**src/rtl/nrt_pkg.sv**
```systemverilog
// ============================================================================
// Nonce replay table package
// Shared request and response types, cell control, states and constants.
// ============================================================================
package nrt_pkg;

    // Field widths fixed by the request and response formats.
    localparam int DIGEST_W = 64;
    localparam int TIME_W   = 48;
    localparam int TTL_W    = 32;
    localparam int CAP_W    = 7;
    localparam int INTV_W   = 10;
    localparam int OCNT_W   = 7;
    localparam int CFG_IDX_W = 2;

    // Configuration register indexes.
    localparam logic [CFG_IDX_W-1:0] CFG_TTL  = 2'd0;
    localparam logic [CFG_IDX_W-1:0] CFG_CAP  = 2'd1;
    localparam logic [CFG_IDX_W-1:0] CFG_INTV = 2'd2;

    // Register reset values.
    localparam logic [TTL_W-1:0]  TTL_RST  = 32'd60000;
    localparam logic [CAP_W-1:0]  CAP_RST  = 7'd0;
    localparam logic [INTV_W-1:0] INTV_RST = 10'd1000;

    // Request actions.
    localparam logic ACT_CHECK = 1'b0;
    localparam logic ACT_SWEEP = 1'b1;

    typedef struct packed {
        logic                action;
        logic [DIGEST_W-1:0] fingerprint_digest;
        logic [DIGEST_W-1:0] nonce_digest;
        logic [TIME_W-1:0]   insert_time;
        logic [TIME_W-1:0]   now_time;
    } t_req;

    typedef struct packed {
        logic              fresh;
        logic              evicted;
        logic [OCNT_W-1:0] expired_count;
        logic [OCNT_W-1:0] entry_count;
    } t_rsp;

    // Control for one cell of the chain.
    typedef struct packed {
        logic load_new;  // take the new key from the broadcast bus
        logic shift;     // take the neighbor's contents (oldest drop)
        logic age;       // clear the valid flag if the entry has expired
        logic pack;      // close up a hole by taking the neighbor's contents
    } t_cell_ctl;

    typedef enum logic [1:0] {
        ST_IDLE,
        ST_CMP,
        ST_AGE,
        ST_PACK
    } t_state;

endpackage

```
**src/rtl/nrt_cell.sv**
```systemverilog
// ============================================================================
// Nonce replay table cell
// One table entry: digests, time stamp and flags, with neighbor hand-off.
// ============================================================================
module nrt_cell
    import nrt_pkg::*;
#(
    parameter int KEY_WIDTH = 64
) (
    input  logic                 i_clk,
    input  logic                 i_rst_n,
    input  t_cell_ctl            i_ctl,
    input  logic [KEY_WIDTH-1:0] i_key_fp,
    input  logic [KEY_WIDTH-1:0] i_key_nc,
    input  logic [TIME_W-1:0]    i_key_time,
    input  logic [TIME_W-1:0]    i_now,
    input  logic [TTL_W-1:0]     i_ttl,
    input  logic [KEY_WIDTH-1:0] i_nb_fp,
    input  logic [KEY_WIDTH-1:0] i_nb_nc,
    input  logic [TIME_W-1:0]    i_nb_time,
    input  logic                 i_nb_vld,
    input  logic                 i_nb_occ,
    input  logic                 i_hole,
    output logic [KEY_WIDTH-1:0] o_fp,
    output logic [KEY_WIDTH-1:0] o_nc,
    output logic [TIME_W-1:0]    o_time,
    output logic                 o_vld,
    output logic                 o_occ,
    output logic                 o_hole,
    output logic                 o_match
);

    logic [KEY_WIDTH-1:0] r_fp;
    logic [KEY_WIDTH-1:0] r_nc;
    logic [TIME_W-1:0]    r_time;
    logic                 r_vld;
    logic                 r_occ;
    logic [TIME_W:0]      w_age;
    logic                 w_expire;
    logic                 w_hole_seen;

    // Signed age: a time stamp later than now gives a negative age.
    assign w_age    = {1'b0, i_now} - {1'b0, r_time};
    assign w_expire = r_vld && !w_age[TIME_W] &&
                      (w_age[TIME_W-1:0] > TIME_W'(i_ttl));

    // A hole is a slot that held an entry before the sweep and lost it; the flag also passes up from any hole below.
    assign w_hole_seen = i_hole || (r_occ && !r_vld);

    // Payload registers.
    always_ff @(posedge i_clk) begin
        if (i_ctl.load_new) begin
            r_fp   <= i_key_fp;
            r_nc   <= i_key_nc;
            r_time <= i_key_time;
        end else if (i_ctl.shift || (i_ctl.pack && w_hole_seen)) begin
            r_fp   <= i_nb_fp;
            r_nc   <= i_nb_nc;
            r_time <= i_nb_time;
        end
    end

    // Flags.
    always_ff @(posedge i_clk) begin
        if (!i_rst_n) begin
            r_vld <= 1'b0;
            r_occ <= 1'b0;
        end else if (i_ctl.load_new) begin
            r_vld <= 1'b1;
            r_occ <= 1'b1;
        end else if (i_ctl.shift || (i_ctl.pack && w_hole_seen)) begin
            r_vld <= i_nb_vld;
            r_occ <= i_nb_occ;
        end else if (i_ctl.age && w_expire) begin
            r_vld <= 1'b0;
        end
    end

    assign o_fp    = r_fp;
    assign o_nc    = r_nc;
    assign o_time  = r_time;
    assign o_vld   = r_vld;
    assign o_occ   = r_occ;
    assign o_hole  = w_hole_seen;
    assign o_match = r_vld && (r_fp == i_key_fp) && (r_nc == i_key_nc);

endmodule

```
**config.mk**
```make
export PLATFORM = sky130hd
export DESIGN_NAME = nrt_cell
export DESIGN_NICKNAME = d
export VERILOG_FILES = /design/src/rtl/nrt_pkg.sv /design/src/rtl/nrt_cell.sv
export SDC_FILE = /design/constraint.sdc
export NUM_CORES = 1
export LEC_CHECK = 0
export ABC_CLOCK_PERIOD_IN_PS = 6400
export BUFFER_PORTS_ARGS = -buffer_cell sky130_fd_sc_hd__buf_2
export CAP_MARGIN = 15
export CORE_AREA = 2 2 240 242
export DETAILED_ROUTE_END_ITERATION = 16
export DIE_AREA = 0 0 242 244
export SYNTH_ARGS = -nofsm -noshare
export SYNTH_HDL_FRONTEND = slang
export SYNTH_SLANG_ARGS = --single-unit
```
**constraint.sdc**
```tcl
create_clock -name i_clk -period 6.4 [get_ports i_clk]
set_clock_uncertainty 0.05 [all_clocks]
set_input_delay 0.64 -clock i_clk [delete_from_list [all_inputs] [get_ports i_clk]]
set_output_delay 0.64 -clock i_clk [all_outputs]
set_load 0.02 [all_outputs]
```
-- Yosys cells after proc, flatten, opt, wreduce, memory -nomap -nowiden
Cells that the tools add are included.
W data, S select, Z words.
- $add $sub $neg: 1
- order comparisons: 1
- equality and inequality tests: 2
- multiplexer cells: 11
- reductions and logical operators: 13
- operator list (cell ; count):
    $mux W64 ; 4
    $eq A64 B64 Y1 ; 2
    $mux W48 ; 2
    $sub A48 B48 Y49 ; 1
    $gt A48 B32 Y1 ; 1
    $logic_and A1 B1 Y1 ; 7
    $mux W1 ; 5
    $reduce_bool A3 Y1 ; 1
    $logic_not A1 Y1 ; 2
    $logic_or A1 B1 Y1 ; 2
    $reduce_bool A2 Y1 ; 1
- register bits: 178
- input port bits: 441
- logic and storage cells: 33

-- Longest topological paths before layout
Gate-level depths: netlist of the first run.
- word-level depth: 8
- depth in mapped cells: 21
- gate-level depth less buffers: 20

-- Worst setup path before layout of the first run
OpenSTA, ideal clock, no wires.
- path kind: input to register
- start: in i_ctl[3] in the netlist's numbering
- end: reg r_fp[0] (netlist: o_fp[0]), enable pin
- setup time: 0.528 ns
- arrival: 4.368 ns
- setup slack: 1.454 ns
- stages: 3
- path buffers: 1
- cells stage by stage: clkbuf_1 nor2_1 inv_1
- word-level cells in the longest chain between the ends: 1
- ends and longest elaborated chain (item ; line ; RTL):
    start, declared ; nrt_cell.sv:12 ; input t_cell_ctl i_ctl,
    $reduce_bool A2 Y1 (no line) ; -- ;
    end signal, assigned ; nrt_cell.sv:53 ; r_fp <= i_key_fp;
    end signal, assigned ; nrt_cell.sv:57 ; r_fp <= i_nb_fp;
    end, declared ; nrt_cell.sv:33 ; logic [KEY_WIDTH-1:0] r_fp;
Every way passes these cells.
A chain may end at the register's enable or synchronous reset.

-- Final worst setup path of the first run
- start: reg r_time[0] (netlist: o_time[0])
- end: reg r_vld (netlist: o_vld)
- word-level cells in the longest chain between the ends: 6
- elaborated cells on any way between the ends: 7
- those cells by class: add/sub: 1; order compare: 1; reduce/logical: 5
- ends and longest elaborated chain (item ; line ; RTL):
    start, declared ; nrt_cell.sv:35 ; logic [TIME_W-1:0] r_time;
    start signal, assigned ; nrt_cell.sv:55 ; r_time <= i_key_time;
    start signal, assigned ; nrt_cell.sv:59 ; r_time <= i_nb_time;
    $sub A48 B48 Y49 (*) ; nrt_cell.sv:43 ; assign w_age = {1'b0, i_now} - {1'b0, r_time};
    branches (longest 2 deep; another with $gt A48 B32 Y1) ; -- ;
    $logic_and A1 B1 Y1 (*) ; nrt_cell.sv:44 ; assign w_expire = r_vld && !w_age[TIME_W] &&
    $logic_and A1 B1 Y1 (*) ; nrt_cell.sv:74 ; end else if (i_ctl.age && w_expire) begin
    $reduce_bool A3 Y1 (no line) (*) ; -- ;
    end signal, assigned ; nrt_cell.sv:72 ; r_vld <= i_nb_vld;
    end, declared ; nrt_cell.sv:36 ; logic r_vld;
Mark *: on every way between the ends.

==> impl_metrics.ini, run 1 <==
[outcome]
status = completed

[sta]
timing.final.crit_share_pct = 74.41
fmax_ghz = 0.2100
relSlewSlack_pct = 37.81
finalSetupViolations = 0
worstMarginPinSlew_ns = 0.9329
drv_slew = 0
rsz0062_at_grt = no
finalSetupTns_ns = 0
hold_viol = 0
period_needed_ns = 4.762

[die]
die_x_um = 242
core_mm2 = 0.05617
ios = 621
start_util_pct = 23.51
rows = 87
die-area_mm2 = 0.05905
die_h_um = 244

[placement]
port_buffers = 620
dp.cells = 2591
dpl.hpwl_mm = 49.93
gp_congestion = 0.9690

[critical_path]
cp-end-kind = flop
path_depth = 18
crit_type = reg2reg
worstPathArrival_ns = 5.10
cpMaxStageDelayCell = a2111o_1
path_cells = ha_1, fa_1, nor2b_1, o22ai_1, a2111o_1, and3_1, nand2b_1, o21ai_0, xor2_1, ha_1, nand4_1, nor4_1, a21oi_1, nor4_1, nand4_1, and4b_1, nand4_1, o31ai_1
critPathLaunchType = flop
crit_top_cell = nand4_1
critPathBufInv = 0
critical_path_peak_fanout = 4
rr_worst_depth = 18
critPathMaxStageDelay_ns = 0.45
cp_top_family = simple AND/OR/NAND/NOR gates
cp.required_ns = 6.74

[synthesis]
synth_top_flop_cell = edfxtp_1
avgSynthCellArea_um2 = 10.51
synth_seq_cells = 178
syn_nets = 1778
synthCells = 1256
ys_seq_area_share_pct = 40.33
yosys_warnings = 0
synth_edf_count = 176
ys_async_sr_fraction_pct = 0
yosysUniqueCellTypes = 75
synth_area_mm2 = 0.01320

[cells_and_area]
nFillCells = 5998
fin_nets = 2376
layout_common_cells = buf_2 (619), mux2_2 (178), edfxtp_1 (176)
layout.cells.non_filler = 2629
drive_above_1_share_pct = 45.58
ff_latch_area_mm2 = 0.005325
layout_commonest_cell = buf_2
area.growth.synth_to_final_pct = 34.36
multiInputGateArea_mm2 = 0.007109

[drt]
wl_per_cell_um = 22.39
maxUsedRoutingLayer = met5
wl_met2_mm = 29.83
routed_wirelength_mm = 58.87
drt-pass1-iter-count = 5
met1_length_mm = 22.12
ant_nets = 0
met3_length_mm = 4.023
routed-via-count = 12570
drt_iter0_markers = 758
drc = 0
viasPerCell = 4.782

[clock_tree]
cts_buffer_depth = 2
post_cts.repair.setup_buffers = 0
htree_levels = 4
cts_hold_buf = 0
clockRootBuffer = clkbuf_16
cts_tree = done
insertion_delay_ns = 0.49
clkTransAtPathRegs_ns = 0.08
cts.sinks = 178
cts_resized = 0
numCtsBuffers = 17

[grt]
grt-ovfl-total = 0
grt_pass1_wl_mm = 83.41
grt_pass1_vias = 12860
antenna_found_initial = 15
grt_start_max_net_pins = 110
grt_use_total_pct = 19.27

[job]
maxCapViolCount = 0

[pwr]
powerDensity_mw_per_mm2 = 229.4
leakage_nw = 8.105
irDropWorstVdd_mv = 0.1897

[worst_hold_path]
hold_depth = 2
hp-class = in2reg
[sequential cells by signal, summed over array words and instances, names as in the netlist]
signal / flops
o_fp: 64
o_nc: 64
o_occ: 1
o_time: 48
o_vld: 1
[per-layer routing]
layer,up-vias,track usage [%]
met5,-,0
met4,14,9.985
met3,105,5.279
met2,539,34.25
met1,6032,20.99
li1,5881,-
[final cells by class]
| type | count | area share, % |
|---|---|---|
| clock inverter | 15 | 1.171 |
| tap | 756 | 5.332 |
| antenna | 6 | 0.08463 |
| inverter | 150 | 3.216 |
| timing repair buffer | 624 | 17.71 |
| sequential | 178 | 30.02 |
| clock buffer | 17 | 2.398 |
| multi-input combinational | 883 | 40.07 |
[worst paths after layout]
kind	endpoint	slack [ns]	start
worst min-delay path	o_occ	0.38	i_rst_n
worst max-delay path	o_vld	1.64	o_time[0]
worst max register to register	o_vld	1.64	o_time[0]
worst min register to register	o_occ	0.63	o_occ
[kinds of logic after synthesis]
group                      count (synthesis)  share of synthesized area, %
and+or+nand+nor                          249                         10.09
muxes                                    181                         15.41
AOI/OAI and AO/OA                        262                         13.31
adders and majority gates                 81                         7.732
DFF                                      178                         40.33
buffers and inverters                    195                         5.828
xor gates and xnor gates                 110                         7.297
[metrics by stage]
stage	power, mW	utilization, %	hold WS [ns]	worst slack (ns)	cell area [um2]
after floorplan	2.370	-	0.7075	1.454	13200
after global placement	2.919	30.43	0.5872	1.426	17090
after detailed placement	2.932	30.43	0.6018	1.246	17090
after CTS	4.111	31.56	0.3394	1.621	17730
after global routing	4.264	31.58	0.3644	1.227	17740
final	4.070	31.58	0.3838	1.638	17740
[synth_stat cells (6+ instances only)]
| master | number | area [um2] |
|---|---|---|
| o21bai_1 | 6 | 45.04 |
| o21ai_0 | 41 | 205.2 |
| nand3_1 | 11 | 55.05 |
| nand2_1 | 66 | 247.7 |
| a21oi_1 | 74 | 370.4 |
| o2bb2ai_1 | 6 | 52.55 |
| nor2_1 | 42 | 157.7 |
| xor2_1 | 84 | 735.7 |
| a211oi_1 | 9 | 67.56 |
| clkbuf_1 | 28 | 105.1 |
| nor4_1 | 34 | 212.7 |
| a221oi_1 | 11 | 96.34 |
| inv_1 | 150 | 563.0 |
| xnor2_1 | 26 | 227.7 |
| o22ai_1 | 24 | 150.1 |
| a22o_1 | 8 | 70.07 |
| nor3_1 | 12 | 60.06 |
| edfxtp_1 | 176 | 5285 |
| o21a_1 | 10 | 75.07 |
| a21o_1 | 18 | 135.1 |
| mux2_2 | 178 | 2004 |
| or3_1 | 6 | 37.54 |
| buf_2 | 9 | 45.04 |
| nand4_1 | 36 | 225.2 |
| ha_1 | 80 | 1001 |
[report_power, final]
group	total, mW	switching, mW	internal [mW]	leakage (nW)
Combinational	1.41	0.850	0.558	5.96
Sequential	1.50	0.0821	1.42	1.83
Clock	1.16	0.591	0.573	0.308
Total	4.07	1.52	2.55	8.11
No activity file was read; power rests on OpenSTA's default activity.
==> run 2, diff against run 1 <==
Settings changed: ABC_AREA set to 1, ABC_CLOCK_PERIOD_IN_PS 6400 to 4150, CORE_AREA 2 2 240 242 to 2 2 243 245, DIE_AREA 0 0 242 244 to 0 0 245 247.
Clock period 6.4 ns to 4.15 ns, I/O delays scaled along.
==> impl_metrics.ini, run 2 <==
[sta]
relSlewSlack_pct = 30.68
worstMarginPinSlew_ns = 1.029
fmax_ghz = 0.2638
fin_ws_ns = 0.3587
drv_slew = 0
finalSetupTns_ns = 0
timing.final.crit_share_pct = 91.36
hold_viol = 0
finalSetupViolations = 0
rsz0062_at_grt = no
period_needed_ns = 3.791
timing.hold.ws_ns = 0.1363

[placement]
place_ws_ns = 0.06292
dpl.hpwl_mm = 56.14
port_buffers = 620
gp_congestion = 0.9524

[clock_tree]
cts_hold_buf = 0
post_cts.repair.setup_buffers = 0
htree_levels = 4
numCtsBuffers = 17
clockRootBuffer = clkbuf_16
insertion_delay_ns = 0.49
cts_buffer_depth = 2
cts.sinks = 178
clkTransAtPathRegs_ns = 0.09
cts_resized = 0
cts_tree = done

[drt]
wl_per_cell_um = 20.26
viasPerCell = 4.564
routed_wirelength_mm = 64.88
routed-via-count = 14620
drt_iter0_markers = 800
ant_nets = 0
drc = 0
drt-pass1-iter-count = 6

[die]
die_x_um = 245
start_util_pct = 24.00
die_h_um = 247
rows = 89
core_mm2 = 0.05824
die-area_mm2 = 0.06052
ios = 621

[cells_and_area]
drive_above_1_share_pct = 33.97
multiInputGateArea_mm2 = 0.007251
layout_commonest_cell = buf_2
nFillCells = 6398
layout_common_cells = buf_2 (619), nand2_1 (394), inv_1 (339)
fin_nets = 2935
area.growth.synth_to_final_pct = 33.91
ff_latch_area_mm2 = 0.005326

[pwr]
power_frac_seq_pct = 36.7
p_sw_mw = 2.477
comb_power_share_pct = 35.6
power.total_mw = 6.296
clockPowerShare_pct = 27.7
irDropWorstVdd_mv = 0.3244
p_sw_share_pct = 39.35
powerDensity_mw_per_mm2 = 336.4
leakage_nw = 9.585
p_int_mw = 3.819

[synthesis]
synthCells = 1790
synth_top_flop_cell = edfxtp_1
synth_edf_count = 176
yosysUniqueCellTypes = 45
ys_async_sr_fraction_pct = 0
synth_area_mm2 = 0.01398
avgSynthCellArea_um2 = 7.808
ys_seq_area_share_pct = 38.10
synth_most_common_cell = nand2_1
synth_common_cells = nand2_1 (394), inv_1 (340), nor2_1 (178), edfxtp_1 (176), a21oi_1 (147)
yosys-top-cells-area = edfxtp_1 (38%), nand2_1 (11%), inv_1 (9.1%)
synth_area_leader_cell = edfxtp_1
yosys_warnings = 0
synth_seq_cells = 178
synth_top_area_share_pct = 37.81
syn_nets = 2312

[worst_hold_path]
hp-class = in2reg
hold_end = o_occ
hp-start = i_nb_occ
hold_depth = 3

[job]
maxCapViolCount = 0

[grt]
grt_use_total_pct = 20.99
antenna_found_initial = 8
grt-ovfl-total = 0
grt_pass1_wl_mm = 91.49
grt_pass1_vias = 14810
grt_start_max_net_pins = 101

[critical_path]
reg2reg_to = o_vld
critPathLaunchType = flop
rr_worst_depth = 24
worstPathArrival_ns = 4.16
r2r_slack_ns = 0.36
reg2reg_from = o_time[0]
cp-end-kind = flop
crit_type = reg2reg
cp.required_ns = 4.51
critical_path_peak_fanout = 3

[outcome]
status = completed
## run 2: cell count changes after synthesis, moves of 9 or more
| cell | previous run | this run |
|---|---|---|
| nand2_1 | 66 | 394 |
| inv_1 | 150 | 340 |
| nor2_1 | 42 | 178 |
| mux2_2 | 178 | 90 |
| a21oi_1 | 74 | 147 |
| xor2_1 | 84 | 35 |
| nand3_1 | 11 | 47 |
| nand2_2 | 1 | 24 |
| nand4_1 | 36 | 18 |
| a21o_1 | 18 | 3 |
| nor2_2 | 0 | 13 |
| nor4_1 | 34 | 23 |
| o21ai_0 | 41 | 51 |
| buf_2 | 9 | 0 |
## run 2: worst max-delay path by stage
stage,start,endpoint,slack (ns)
after floorplan,o_vld,o_fp[0],0.05
after global placement,i_now[0],o_vld,0.11
after detailed placement,i_now[0],o_vld,0.06
after CTS,o_time[0],o_vld,0.18
after global routing,o_time[18],o_vld,0.006
final,o_time[0],o_vld,0.36
## run 2: layout make-up
cell class,instances,share of cell area [%]
clock inverters,14,0.9359
diodes,4,0.05348
repair buffers,633,17.35
multi-input cells,1235,38.74
clock buffers,18,2.293
flip-flops and latches,178,28.46
inverters,348,6.999
well taps,773,5.167
## run 2: cells by family after synthesis
group                      after synthesis  share of synthesized area, %
DFF                                    178                         38.10
adders and majority gates               81                         7.305
AOI/OAI and AO/OA                      276                         11.29
muxes                                   90                         7.251
and+or+nand+nor                        735                         22.61
xor gates and xnor gates                53                         3.321
buffers and inverters                  377                         10.12
## run 2: through the flow
stage          utilization (%)  std cells  instance area (um2)
6_report                 32.14       3203                18720
5_1_grt                  32.13       3201                18710
4_1_cts                  32.10       3199                18700
3_5_place_dp             31.06       3167                18090
3_3_place_gp             31.06       3167                18090
2_1_floorplan                -       1790                13980
## run 2: worst max-delay path: stages, from the launching register on
cell      delay [ns]
edfxtp_1        0.40
ha_1            0.23
fa_1            0.45
nor2_1          0.16
nand2_1         0.06
nand3_1         0.15
nand2_1         0.09
nand3_2         0.14
a21oi_1         0.10
xnor2_1         0.13
ha_1            0.29
nand2_1         0.06
nor2_1          0.15
nand2_1         0.12
nor4_2          0.21
nand4_1         0.15
nand2_1         0.14
nand2_1         0.07
nor2_1          0.09
nand2_1         0.08
nor2_1          0.09
nand2_1         0.07
nand2_1         0.07
nand2_1         0.07
a21oi_2         0.12
## run 2: power groups by stage
stage               Combinational [mW]  Sequential, mW  Clock (mW)
floorplan                         1.14            2.52           0
global placement                  2.24            2.35           0
detailed placement                2.24            2.35           0
CTS                               2.25            2.31        1.80
global route                      2.47            2.33        1.84
finish                            2.24            2.31        1.74
## run 2: routing by layer
| layer | up-vias | track usage [%] | part of all wire, % |
|---|---|---|---|
| met3 | 121 | 3.951 | 5.7 |
| met2 | 586 | 39.50 | 53 |
| met4 | 8 | 13.15 | 6.2 |
| met1 | 6759 | 21.27 | 35 |
| met5 | - | 0 | 0.069 |
| li1 | 7146 | - | - |
